$ cat src/sv/owm_pkg.sv
// ----------------------------------------------------------------------------
// owm_pkg
// Shared types and constants for the 1-Wire bus master slot timing block.
// ----------------------------------------------------------------------------
`default_nettype none

package owm_pkg;

  // Field widths
  localparam int unsigned FuncW   = 3;
  localparam int unsigned ByteW   = 8;
  localparam int unsigned TickW   = 10;
  localparam int unsigned CountW  = 8;
  localparam int unsigned BitIdxW = 3;
  localparam int unsigned CfgAddrW = 3;
  localparam int unsigned CfgDataW = 10;

  // Stream widths, rounded up to whole bytes
  localparam int unsigned InDataW  = 16;
  localparam int unsigned OutDataW = 16;

  // Command codes carried on the input tuser
  localparam logic [FuncW-1:0] FN_TICK  = 3'd0;
  localparam logic [FuncW-1:0] FN_RESET = 3'd1;
  localparam logic [FuncW-1:0] FN_WBIT  = 3'd2;
  localparam logic [FuncW-1:0] FN_RBIT  = 3'd3;
  localparam logic [FuncW-1:0] FN_WBYTE = 3'd4;
  localparam logic [FuncW-1:0] FN_RBYTE = 3'd5;

  // Configuration register indexes
  localparam logic [CfgAddrW-1:0] REG_RESET_LOW   = 3'd0;
  localparam logic [CfgAddrW-1:0] REG_PRES_SAMP   = 3'd1;
  localparam logic [CfgAddrW-1:0] REG_SLOT_LONG   = 3'd2;
  localparam logic [CfgAddrW-1:0] REG_SLOT_SHORT  = 3'd3;
  localparam logic [CfgAddrW-1:0] REG_READ_SAMPLE = 3'd4;
  localparam logic [CfgAddrW-1:0] REG_READ_RECOV  = 3'd5;

  // Register reset values
  localparam logic [TickW-1:0]  RESET_LOW_DEF   = 10'd96;
  localparam logic [CountW-1:0] PRES_SAMP_DEF   = 8'd95;
  localparam logic [CountW-1:0] SLOT_LONG_DEF   = 8'd13;
  localparam logic [CountW-1:0] SLOT_SHORT_DEF  = 8'd1;
  localparam logic [CountW-1:0] READ_SAMPLE_DEF = 8'd2;
  localparam logic [CountW-1:0] READ_RECOV_DEF  = 8'd8;

  // Slot sequencer phases
  typedef enum logic [2:0] {
    PH_IDLE   = 3'd0,
    PH_LOW    = 3'd1,
    PH_HIGH   = 3'd2,
    PH_WAIT   = 3'd3,
    PH_SAMPLE = 3'd4,
    PH_RECOV  = 3'd5
  } phase_t;

  // Timing configuration as seen by the sequencer
  typedef struct packed {
    logic [TickW-1:0]  reset_low_ticks;
    logic [CountW-1:0] presence_samples;
    logic [CountW-1:0] slot_long_ticks;
    logic [CountW-1:0] slot_short_ticks;
    logic [CountW-1:0] read_sample_ticks;
    logic [CountW-1:0] read_recovery_ticks;
  } cfg_t;

  // One input word after unpacking
  typedef struct packed {
    logic [FuncW-1:0] func;
    logic [ByteW-1:0] data_byte;
    logic             line_level;
  } item_t;

  // One result word
  typedef struct packed {
    logic             rejected;
    logic [ByteW-1:0] read_value;
    logic             presence;
    logic             done_res;
    logic             busy_res;
    logic             drive_low;
  } result_t;

endpackage

`default_nettype wire

$ cat src/sv/owm_cfg_regs.sv
// ----------------------------------------------------------------------------
// owm_cfg_regs
// Timing configuration registers, written through a plain write port.
// ----------------------------------------------------------------------------
`default_nettype none

module owm_cfg_regs (
  input  wire logic                          clk,
  input  wire logic                          rst,
  input  wire logic                          cfg_we,
  input  wire logic [owm_pkg::CfgAddrW-1:0]  cfg_addr,
  input  wire logic [owm_pkg::CfgDataW-1:0]  cfg_wdata,
  output owm_pkg::cfg_t                      cfg
);
  import owm_pkg::*;

  // Register file; writes to unused indexes are dropped.
  always_ff @(posedge clk) begin
    if (rst) begin
      cfg.reset_low_ticks     <= RESET_LOW_DEF;
      cfg.presence_samples    <= PRES_SAMP_DEF;
      cfg.slot_long_ticks     <= SLOT_LONG_DEF;
      cfg.slot_short_ticks    <= SLOT_SHORT_DEF;
      cfg.read_sample_ticks   <= READ_SAMPLE_DEF;
      cfg.read_recovery_ticks <= READ_RECOV_DEF;
    end else if (cfg_we) begin
      unique case (cfg_addr)
        REG_RESET_LOW:   cfg.reset_low_ticks     <= cfg_wdata[TickW-1:0];
        REG_PRES_SAMP:   cfg.presence_samples    <= cfg_wdata[CountW-1:0];
        REG_SLOT_LONG:   cfg.slot_long_ticks     <= cfg_wdata[CountW-1:0];
        REG_SLOT_SHORT:  cfg.slot_short_ticks    <= cfg_wdata[CountW-1:0];
        REG_READ_SAMPLE: cfg.read_sample_ticks   <= cfg_wdata[CountW-1:0];
        REG_READ_RECOV:  cfg.read_recovery_ticks <= cfg_wdata[CountW-1:0];
        default: ;
      endcase
    end
  end

endmodule

`default_nettype wire

$ cat src/sv/owm_slot_engine.sv
// ----------------------------------------------------------------------------
// owm_slot_engine
// Slot sequencer state and its single-pass update for one word.
// ----------------------------------------------------------------------------
`default_nettype none

module owm_slot_engine (
  input  wire logic    clk,
  input  wire logic    rst,
  input  wire logic    step,
  input  owm_pkg::item_t   item,
  input  owm_pkg::cfg_t    cfg,
  output owm_pkg::result_t result
);
  import owm_pkg::*;

  phase_t               phase, phase_next;
  logic [FuncW-1:0]     operation, operation_next;
  logic [TickW-1:0]     tick_count, tick_count_next;
  logic [CountW-1:0]    sample_count, sample_count_next;
  logic [BitIdxW-1:0]   bit_index, bit_index_next;
  logic [ByteW-1:0]     shift_data, shift_data_next;
  logic                 presence_seen, presence_seen_next;
  logic                 done, rej;

  logic                 expire;
  logic                 is_write, is_byte, cur_bit, nxt_bit;
  logic [BitIdxW-1:0]   bit_inc;
  logic [CountW-1:0]    pres_limit;
  logic [TickW-1:0]     short_t, long_t, rsamp_t, rrecov_t;

  // Shared helpers for the update.
  always_comb begin
    expire     = (tick_count <= TickW'(1));
    is_write   = (operation == FN_WBIT) || (operation == FN_WBYTE);
    is_byte    = (operation == FN_WBYTE) || (operation == FN_RBYTE);
    bit_inc    = bit_index + BitIdxW'(1);
    cur_bit    = shift_data[bit_index];
    nxt_bit    = shift_data[bit_inc];
    pres_limit = (cfg.presence_samples == '0) ? CountW'(1) : cfg.presence_samples;
    short_t    = TickW'(cfg.slot_short_ticks);
    long_t     = TickW'(cfg.slot_long_ticks);
    rsamp_t    = TickW'(cfg.read_sample_ticks);
    rrecov_t   = TickW'(cfg.read_recovery_ticks);
  end

  // Next state for the current word.
  always_comb begin
    phase_next         = phase;
    operation_next     = operation;
    tick_count_next    = tick_count;
    sample_count_next  = sample_count;
    bit_index_next     = bit_index;
    shift_data_next    = shift_data;
    presence_seen_next = presence_seen;
    done               = 1'b0;
    rej                = 1'b0;

    if (item.func == FN_TICK) begin
      unique case (phase)
        PH_IDLE: ;
        PH_LOW: begin
          if (!expire) begin
            tick_count_next = tick_count - TickW'(1);
          end else if (operation == FN_RESET) begin
            phase_next      = PH_WAIT;
            tick_count_next = TickW'(1);
          end else if (is_write) begin
            phase_next      = PH_HIGH;
            tick_count_next = cur_bit ? long_t : short_t;
          end else begin
            phase_next      = PH_WAIT;
            tick_count_next = rsamp_t;
          end
        end
        PH_HIGH, PH_RECOV: begin
          if (!expire) begin
            tick_count_next = tick_count - TickW'(1);
          end else if (is_byte && (bit_index != '1)) begin
            // Next bit of a byte starts a fresh slot.
            bit_index_next  = bit_inc;
            phase_next      = PH_LOW;
            if (is_write) begin
              tick_count_next = nxt_bit ? short_t : long_t;
            end else begin
              tick_count_next = short_t;
            end
          end else begin
            tick_count_next = '0;
            phase_next      = PH_IDLE;
            done            = 1'b1;
          end
        end
        PH_WAIT: begin
          if (!expire) begin
            tick_count_next = tick_count - TickW'(1);
          end else if (operation == FN_RESET) begin
            tick_count_next = '0;
            if (!item.line_level) presence_seen_next = 1'b1;
            sample_count_next = CountW'(1);
            phase_next        = PH_SAMPLE;
          end else begin
            if (item.line_level) shift_data_next[bit_index] = 1'b1;
            phase_next      = PH_RECOV;
            tick_count_next = rrecov_t;
          end
        end
        PH_SAMPLE: begin
          if (sample_count < pres_limit) begin
            if (!item.line_level) presence_seen_next = 1'b1;
            sample_count_next = sample_count + CountW'(1);
          end else begin
            phase_next = PH_IDLE;
            done       = 1'b1;
          end
        end
        default: phase_next = PH_IDLE;
      endcase
    end else if (item.func <= FN_RBYTE) begin
      if (phase != PH_IDLE) begin
        rej = 1'b1;
      end else begin
        // Start a new command with its first slot.
        operation_next    = item.func;
        bit_index_next    = '0;
        sample_count_next = '0;
        phase_next        = PH_LOW;
        tick_count_next   = short_t;
        case (item.func)
          FN_RESET: begin
            presence_seen_next = 1'b0;
            shift_data_next    = '0;
            tick_count_next    = cfg.reset_low_ticks;
          end
          FN_WBIT: begin
            shift_data_next = {{(ByteW-1){1'b0}}, item.data_byte[0]};
            tick_count_next = item.data_byte[0] ? short_t : long_t;
          end
          FN_WBYTE: begin
            shift_data_next = item.data_byte;
            tick_count_next = item.data_byte[0] ? short_t : long_t;
          end
          default: shift_data_next = '0;
        endcase
      end
    end
  end

  // Status word taken from the state after this word.
  always_comb begin
    result.drive_low  = (phase_next == PH_LOW);
    result.busy_res   = (phase_next != PH_IDLE);
    result.done_res   = done;
    result.presence   = presence_seen_next;
    result.read_value = ((operation_next == FN_RBIT) || (operation_next == FN_RBYTE))
                        ? shift_data_next : '0;
    result.rejected   = rej;
  end

  // Sequencer state registers.
  always_ff @(posedge clk) begin
    if (rst) begin
      phase         <= PH_IDLE;
      operation     <= '0;
      tick_count    <= '0;
      sample_count  <= '0;
      bit_index     <= '0;
      shift_data    <= '0;
      presence_seen <= 1'b0;
    end else if (step) begin
      phase         <= phase_next;
      operation     <= operation_next;
      tick_count    <= tick_count_next;
      sample_count  <= sample_count_next;
      bit_index     <= bit_index_next;
      shift_data    <= shift_data_next;
      presence_seen <= presence_seen_next;
    end
  end

endmodule

`default_nettype wire

$ cat src/sv/one_wire_bus_master_timing.sv
// ----------------------------------------------------------------------------
// one_wire_bus_master_timing
// 1-Wire master slot timing: commands start a sequence, tick words advance it.
// ----------------------------------------------------------------------------
//  Channel   Direction  Word contents
//  s_*       in         tuser: func; tdata: data_byte, line_level
//  m_*       out        tdata: drive_low, busy, done, presence, read_value,
//                       rejected (one status word per input word)
//  cfg_*     in         register index and value, one write per cycle
//
//  A word waits in the input register until the result register can take
//  its status word, so m_tvalid rises after the input and result registers;
//  one word per cycle is sustained while m_tready stays high.
//  Reset (rst, synchronous) empties both registers and restores defaults.
//  A stalled result holds; the input side stalls only when both stages fill.
// ----------------------------------------------------------------------------
`default_nettype none

module one_wire_bus_master_timing (
  input  wire logic                          clk,
  input  wire logic                          rst,
  // Input stream
  input  wire logic                          s_tvalid,
  output logic                               s_tready,
  input  wire logic [owm_pkg::InDataW-1:0]   s_tdata,   // [7:0] data_byte, [8] line_level
  input  wire logic [owm_pkg::FuncW-1:0]     s_tuser,   // [2:0] func
  // Result stream
  output logic                               m_tvalid,
  input  wire logic                          m_tready,
  output logic [owm_pkg::OutDataW-1:0]       m_tdata,   // [0] drive_low, [1] busy_res,
                                                        // [2] done_res, [3] presence,
                                                        // [11:4] read_value, [12] rejected
  // Configuration
  input  wire logic                          cfg_we,
  input  wire logic [owm_pkg::CfgAddrW-1:0]  cfg_addr,
  input  wire logic [owm_pkg::CfgDataW-1:0]  cfg_wdata
);
  import owm_pkg::*;

  cfg_t    cfg;
  item_t   in_item;
  logic    in_valid;
  logic    advance;
  result_t result;
  result_t out_word;

  owm_cfg_regs u_cfg (
    .clk       (clk),
    .rst       (rst),
    .cfg_we    (cfg_we),
    .cfg_addr  (cfg_addr),
    .cfg_wdata (cfg_wdata),
    .cfg       (cfg)
  );

  // The held word moves on when the result register is free or draining.
  assign advance  = in_valid && (!m_tvalid || m_tready);
  assign s_tready = !in_valid || advance;

  // Input register.
  always_ff @(posedge clk) begin
    if (rst) begin
      in_valid <= 1'b0;
    end else if (s_tready) begin
      in_valid <= s_tvalid;
    end
  end

  always_ff @(posedge clk) begin
    if (s_tready && s_tvalid) begin
      in_item.func       <= s_tuser;
      in_item.data_byte  <= s_tdata[ByteW-1:0];
      in_item.line_level <= s_tdata[ByteW];
    end
  end

  owm_slot_engine u_engine (
    .clk    (clk),
    .rst    (rst),
    .step   (advance),
    .item   (in_item),
    .cfg    (cfg),
    .result (result)
  );

  // Result register.
  always_ff @(posedge clk) begin
    if (rst) begin
      m_tvalid <= 1'b0;
    end else if (advance) begin
      m_tvalid <= 1'b1;
    end else if (m_tready) begin
      m_tvalid <= 1'b0;
    end
  end

  always_ff @(posedge clk) begin
    if (advance) begin
      out_word <= result;
    end
  end

  assign m_tdata = {{(OutDataW - $bits(result_t)){1'b0}}, out_word};

endmodule

`default_nettype wire

$ cat config.mk
export PLATFORM = sky130hd
export DESIGN_NAME = one_wire_bus_master_timing
export DESIGN_NICKNAME = d
export VERILOG_FILES = /design/src/sv/owm_pkg.sv /design/src/sv/owm_cfg_regs.sv /design/src/sv/owm_slot_engine.sv /design/src/sv/one_wire_bus_master_timing.sv
export SDC_FILE = /design/constraint.sdc
export NUM_CORES = 1
export LEC_CHECK = 0
export BUFFER_PORTS_ARGS = -buffer_cell sky130_fd_sc_hd__buf_2
export CORE_ASPECT_RATIO = 1.75
export CORE_MARGIN = 5
export CORE_UTILIZATION = 40
export CTS_CLUSTER_SIZE = 24
export DETAILED_ROUTE_END_ITERATION = 8
export HOLD_SLACK_MARGIN = 0.06
export PLACE_DENSITY_LB_ADDON = 0.12
export SYNTH_ARGS = -nofsm -noshare
export SYNTH_HDL_FRONTEND = slang
export SYNTH_SLANG_ARGS = --single-unit
$ cat constraint.sdc
create_clock -name clk -period 2.2 [get_ports clk]
set_input_delay 0.44 -clock clk [delete_from_list [all_inputs] [get_ports clk]]
set_output_delay 0.44 -clock clk [all_outputs]
set_load 0.02 [all_outputs]
Word-level counts from Yosys, hierarchy flattened
Index checks and enable logic that the tools add are counted.
{"block": "totals", "ff_bits": 113, "input_bits": 37, "word_cells": 171}
{"block": "op_classes", "addsub": 3, "n_lt_le_gt_ge": 6, "n_bitwise": 2, "n_eq_ne": 30, "n_reduce_logical": 31, "muxes": 75}
{"operator": "8-bit two-way mux", "count": 18}
{"operator": "10-bit two-way mux", "count": 10}
{"operator": "3-bit two-way mux", "count": 17}
{"operator": "8-bit one-hot mux with 2 select lines", "count": 2}
{"operator": "10-bit one-hot mux with 3 select lines", "count": 1}
{"operator": "3-bit equality test, second input constant", "count": 8}
{"operator": "3-bit by 2-bit equality test with 1-bit output, second input constant", "count": 7}
{"operator": "1-bit two-way mux", "count": 20}
{"operator": "10-bit one-hot mux with 2 select lines", "count": 1}
{"operator": "3-bit by 1-bit equality test with 1-bit output, second input constant", "count": 5}
{"operator": "3-bit one-hot mux with 5 select lines", "count": 1}
{"operator": "3-bit inequality test, second input constant", "count": 4}
{"operator": "2-bit AND reduction", "count": 6}
{"operator": "10-bit by 1-bit less-or-equal comparator with 1-bit output, second input constant", "count": 1}
{"operator": "10-bit by 1-bit subtractor with 10-bit output, second input constant", "count": 1}
{"operator": "3-bit zero test", "count": 3}
{"operator": "8-bit by 1-bit adder with 8-bit output, second input constant", "count": 1}
{"operator": "8-bit zero test", "count": 1}
{"operator": "3-bit by 4-bit less-than comparator with 1-bit output, second input constant", "count": 2}
{"operator": "8-bit less-than comparator", "count": 1}
{"operator": "8-bit bitwise OR", "count": 1}
{"operator": "7-bit AND reduction", "count": 1}
{"operator": "1-bit binary-select mux with 3-bit select", "count": 2}
{"operator": "6-bit AND reduction", "count": 1}
{"operator": "17 further kinds", "count": 32}

Depth between registers and ports, before layout
{"block": "logic_depth", "ltp_word": 10, "depth_mapped": 10, "mapped_depth_nobuf": 8}

Modules after synthesis
A second synthesis with hierarchy kept.
{"block": "unflattened", "hier_cells": 677, "area_unflattened_um2": 6377.4}
{"mod": "owm_slot_engine", "cells_per_inst": 449, "seq_area_each_um2": 720.7, "n_inst": 1, "area_per_inst_um2": 3467.1}
{"mod": "owm_cfg_regs", "cells_per_inst": 189, "seq_area_each_um2": 1001.0, "n_inst": 1, "area_per_inst_um2": 2029.4}
{"mod": "one_wire_bus_master_timing", "cells_per_inst": 39, "seq_area_each_um2": 790.8, "n_inst": 1, "area_per_inst_um2": 880.8}

Worst setup path before layout
OpenSTA, ideal clock, no wires.
{"block": "synth_path", "path_kind": "flip-flop to flip-flop", "from": "register in_item[9] in the netlist's numbering", "to": "register u_engine.bit_index[0]", "slack_ns": -0.235, "t_arrival_ns": 2.365, "t_required_ns": 2.130, "path_stages_with_launch": 10, "cell_sequence": "edfxtp_1 -> buf_2 -> or3_1 -> clkbuf_1 -> or4_1 -> buf_2 -> o21ai_2 -> nand2_1 -> or3_1 -> a21oi_1"}
{"block": "synth_between", "elab_chain_len": 3}
{"item": "start: declaration", "line": "one_wire_bus_master_timing.sv:41", "source": "item_t in_item;"}
{"item": "3-bit less-or-equal comparator or 3-bit zero test (tied branches)", "line": "owm_slot_engine.sv:119, owm_slot_engine.sv:59"}
{"item": "2-bit nonzero test (no source line), or another cell as far along"}
{"item": "6-bit AND reduction (no source line)"}
{"item": "end signal: assignment", "line": "owm_slot_engine.sv:175", "source": "bit_index <= bit_index_next;"}
{"item": "end: declaration", "line": "owm_slot_engine.sv:21", "source": "logic [BitIdxW-1:0] bit_index, bit_index_next;"}
Parallel ways exist; a longest one is shown, timed or not.
A chain may end at the register's enable or synchronous reset.

Final worst setup path
{"block": "layout_path", "from": "register u_engine.tick_count[6]", "to": "register u_engine.bit_index[0]"}
{"block": "layout_between", "elab_chain_len": 3}
{"item": "start: declaration", "line": "owm_slot_engine.sv:19", "source": "logic [TickW-1:0] tick_count, tick_count_next;"}
{"item": "start signal: assignment", "line": "owm_slot_engine.sv:173", "source": "tick_count <= tick_count_next;"}
{"item": "10-bit by 1-bit less-or-equal comparator with 1-bit output", "line": "owm_slot_engine.sv:34", "source": "expire = (tick_count <= TickW'(1));"}
{"item": "2-bit by 1-bit inequality test with 1-bit output (no source line)"}
{"item": "6-bit AND reduction (no source line)"}
Every way passes these cells.

==> impl_metrics.toml <==
[outcome]
status = "finished, violations left"
failed_checks = "negative setup slack"

[drt]
finalWirelength_mm = 21.0
drcViolationCount = 0
vias = 6116
ant_nets = 0
dr.pass1.iters = 8
wl_per_cell_um = 19.8
via_per_inst = 5.76
initialDrtViolationCount = 360

[global_routing]
grt_overflow = 0
grt_pass1_vias = 6347
grt_max_degree = 68
antenna_found_initial = 0
track_usage_pct = 23.9
grt_pass1_wl_mm = 32.7

[yosys]
seq_area_frac_synth_pct = 41.5
yosysWarnings = 0
synth_edf_count = 25
synth_cells = 736
postSynth.asyncResetShare_pct = 0
synth_cell_types = 67
synth.avg_cell_area_um2 = 8.22
ys_ff_latch = 113
ys.flop_type = "dfxtp_1"
synth_area_um2 = 6050

[finish]
fin_nets = 914
finalCoreUtilization_pct = 55.2
areaGrowthSynthToFinish_pct = 36.0
drive_gt1_share_pct = 31.3
final_cell_mix = "nand2_1 (121), buf_4 (100), dfxtp_1 (82), nor2_1 (70), a21oi_1 (52)"
diodes = 0
final_common_cell = "nand2_1"
fin_cells = 1061
final_area_um2 = 8230

[die]
die_w_um = 103
coreArea_um2 = 14900
die_height_um = 173
initial_utilization_pct = 40.6
fp-row-count = 59
ios = 55
die_area_um2 = 17800

[sta]
slew_violations = 0
final_hold_viol_count = 0
finClkSkew_ns = 0.0105
layout_min_cycle_time_ns = 2.32
setup_viol = 14
setup_ws_ns = -0.122
fin_tns_setup_ns = -0.565
slew-limit-headroom_pct = 49.7
rsz0062_at_grt = "yes"
worst_pin_slew_ns = 0.754
clock.fmax_mhz = 431
finalCritPeriodShare_pct = 106

[power_and_ir_drop]
power-per-cell-area_nw_per_um2 = 735
p_leak_nw = 3.22
vdd_ir_drop_max_mv = 0.407
report.power.total_mw = 6.05

[placed_design]
portBuffers = 44
dp_hpwl_mm = 15.8
place_area_um2 = 7150
dp.cells = 1024
place_congestion = 0.906

[critical_path]
r2r-start = "u_engine.tick_count[6]$_SDFFE_PP0P_"
r2r_slack_ns = -0.12
path_class = "flop to flop"
crit_arrival_ns = 2.66
startpoint = "u_engine.tick_count[6]$_SDFFE_PP0P_"
reg2reg_depth = 7
cp_data_required_time_ns = 2.54
cp-endpoint = "u_engine.bit_index[0]$_SDFFE_PP0P_"
endpoint_kind = "flop"
critPathMaxFanout = 5
rr_endpoint = "u_engine.bit_index[0]$_SDFFE_PP0P_"
start_kind = "flop"

[clocking]
cts_sinks = 113
cts-root-buf = "clkbuf_16"
cts_tree = "done"
numCtsBuffers = 17
clkTransAtPathRegs_ns = 0.06
hold_buffers = 0
clk_latency_ns = 0.42
cts_htree_levels = 4
clockBufferDepth = 2

[job]
drv_cap = 0

[min_path]
hp-class = "input pin to flop"
-- synth_stat cells, types with 5 or more instances --
master,count,area share (%)
nand2_1,123,7.6
dfxtp_1,88,29
nor2_1,73,4.5
a21oi_1,66,5.5
clkbuf_1,37,2.3
o21ai_0,35,2.9
edfxtp_1,25,12
nor3_1,22,1.8
inv_1,20,1.2
mux2i_1,19,3.1
nand3_1,17,1.4
a211oi_1,13,1.6
ha_1,12,2.5
a31oi_1,11,1.1
and3_1,11,1.1
or3_1,10,1.0
a221oi_1,9,1.3
o211ai_1,9,1.1
nor4_1,8,0.83
a221o_1,7,1.2
and2_1,7,0.72
nor2b_1,7,0.72
nor3b_1,7,0.87
a21o_1,5,0.62
nand4_1,5,0.52
xnor2_1,5,0.72
-- per-layer routing --
| layer | vias up | wire length, µm | GRT usage (%) | share of wire [%] |
|---|---|---|---|---|
| met1 | 2921 | 7360 | 24.1 | 35 |
| met2 | 190 | 11500 | 43.0 | 55 |
| met5 | - | 0 | 0 | 0 |
| met4 | 0 | 1380 | 15.7 | 6.6 |
| met3 | 64 | 760 | 4.07 | 3.6 |
| li1 | 2941 | - | - | - |
-- what timing repair did --
item / CTS / global route
setup buffers: 4 / 4
endpoints found under the hold margin: 0 / 0
endpoints found under the setup margin: 41 / 37
pin swaps: 26 / 26
resized for setup: 42 / 58
-- worst min-delay path by stage --
stage	from	endpoint	slack, ns	cells past startpoint
floorplan	u_cfg.cfg[13]$_SDFFE_PP0P_	u_cfg.cfg[13]$_SDFFE_PP0P_	0.43	2
global placement	u_cfg.cfg[1]$_SDFFE_PP0P_	u_cfg.cfg[1]$_SDFFE_PP0P_	0.45	2
detailed placement	u_cfg.cfg[41]$_SDFFE_PP0P_	u_cfg.cfg[41]$_SDFFE_PP0P_	0.45	2
CTS	s_tdata[0]	in_item[1]$_DFFE_PP_	0.18	1
global route	s_tdata[4]	in_item[5]$_DFFE_PP_	0.19	1
finish	s_tdata[4]	in_item[5]$_DFFE_PP_	0.20	1
-- metrics by stage --
stage	hold WS, ns	setup slack, ns
floorplan	0.433	-0.184
global placement	0.446	-0.224
global route	0.189	-0.194
CTS	0.185	-0.107
detailed placement	0.451	-0.267
finish	0.196	-0.122
-- critical path, cell delays in order, from the launching register on --
cell,delay [ns]
dfxtp_2,0.33
or3_4,0.40
buf_6,0.13
or4_4,0.60
o21ai_4,0.21
nand2_2,0.07
or3_4,0.38
a21oi_2,0.12
-- power by group --
part           internal (mW)  leakage (nW)  switching, mW
sequential              2.20         0.965         0.0617
clock                   1.72         0.286           1.03
combinational          0.447          1.97          0.596
-- cells by family (layout without fill, tap and decap cells) --
kind of cell	Yosys count	after routing	share of synthesized area (%)
adders and majority gates	12	12	2.48
muxes	23	23	4.07
xor gates and xnor gates	9	9	1.30
other	1	3	0.0620
AOI/OAI and AO/OA	200	200	22.1
and+or+nand+nor	309	309	23.7
DFF	113	113	41.5
buffers and inverters	69	209	4.80
-- sequential cells by signal, indices dropped and copies added (netlist names) --
signal                  cells
u_cfg.cfg                  50
m_tdata                    13
in_item                    12
u_engine.tick_count        10
u_engine.sample_count       8
u_engine.shift_data         8
u_engine.bit_index          3
u_engine.operation          3
u_engine.phase              3
in_valid                    1
m_tvalid                    1
u_engine.presence_seen      1
-- cell type report --
| type | count | area, µm² |
|---|---|---|
| Inverter | 20 | 75.1 |
| Clock buffer | 21 | 493 |
| Fill cell | 1379 | 6680 |
| Sequential cell | 113 | 2520 |
| Multi-Input combinational cell | 556 | 3680 |
| Timing Repair Buffer | 157 | 1130 |
| Clock inverter | 11 | 100 |
| Tap cell | 183 | 229 |
Power figures use the tool's default switching activity.
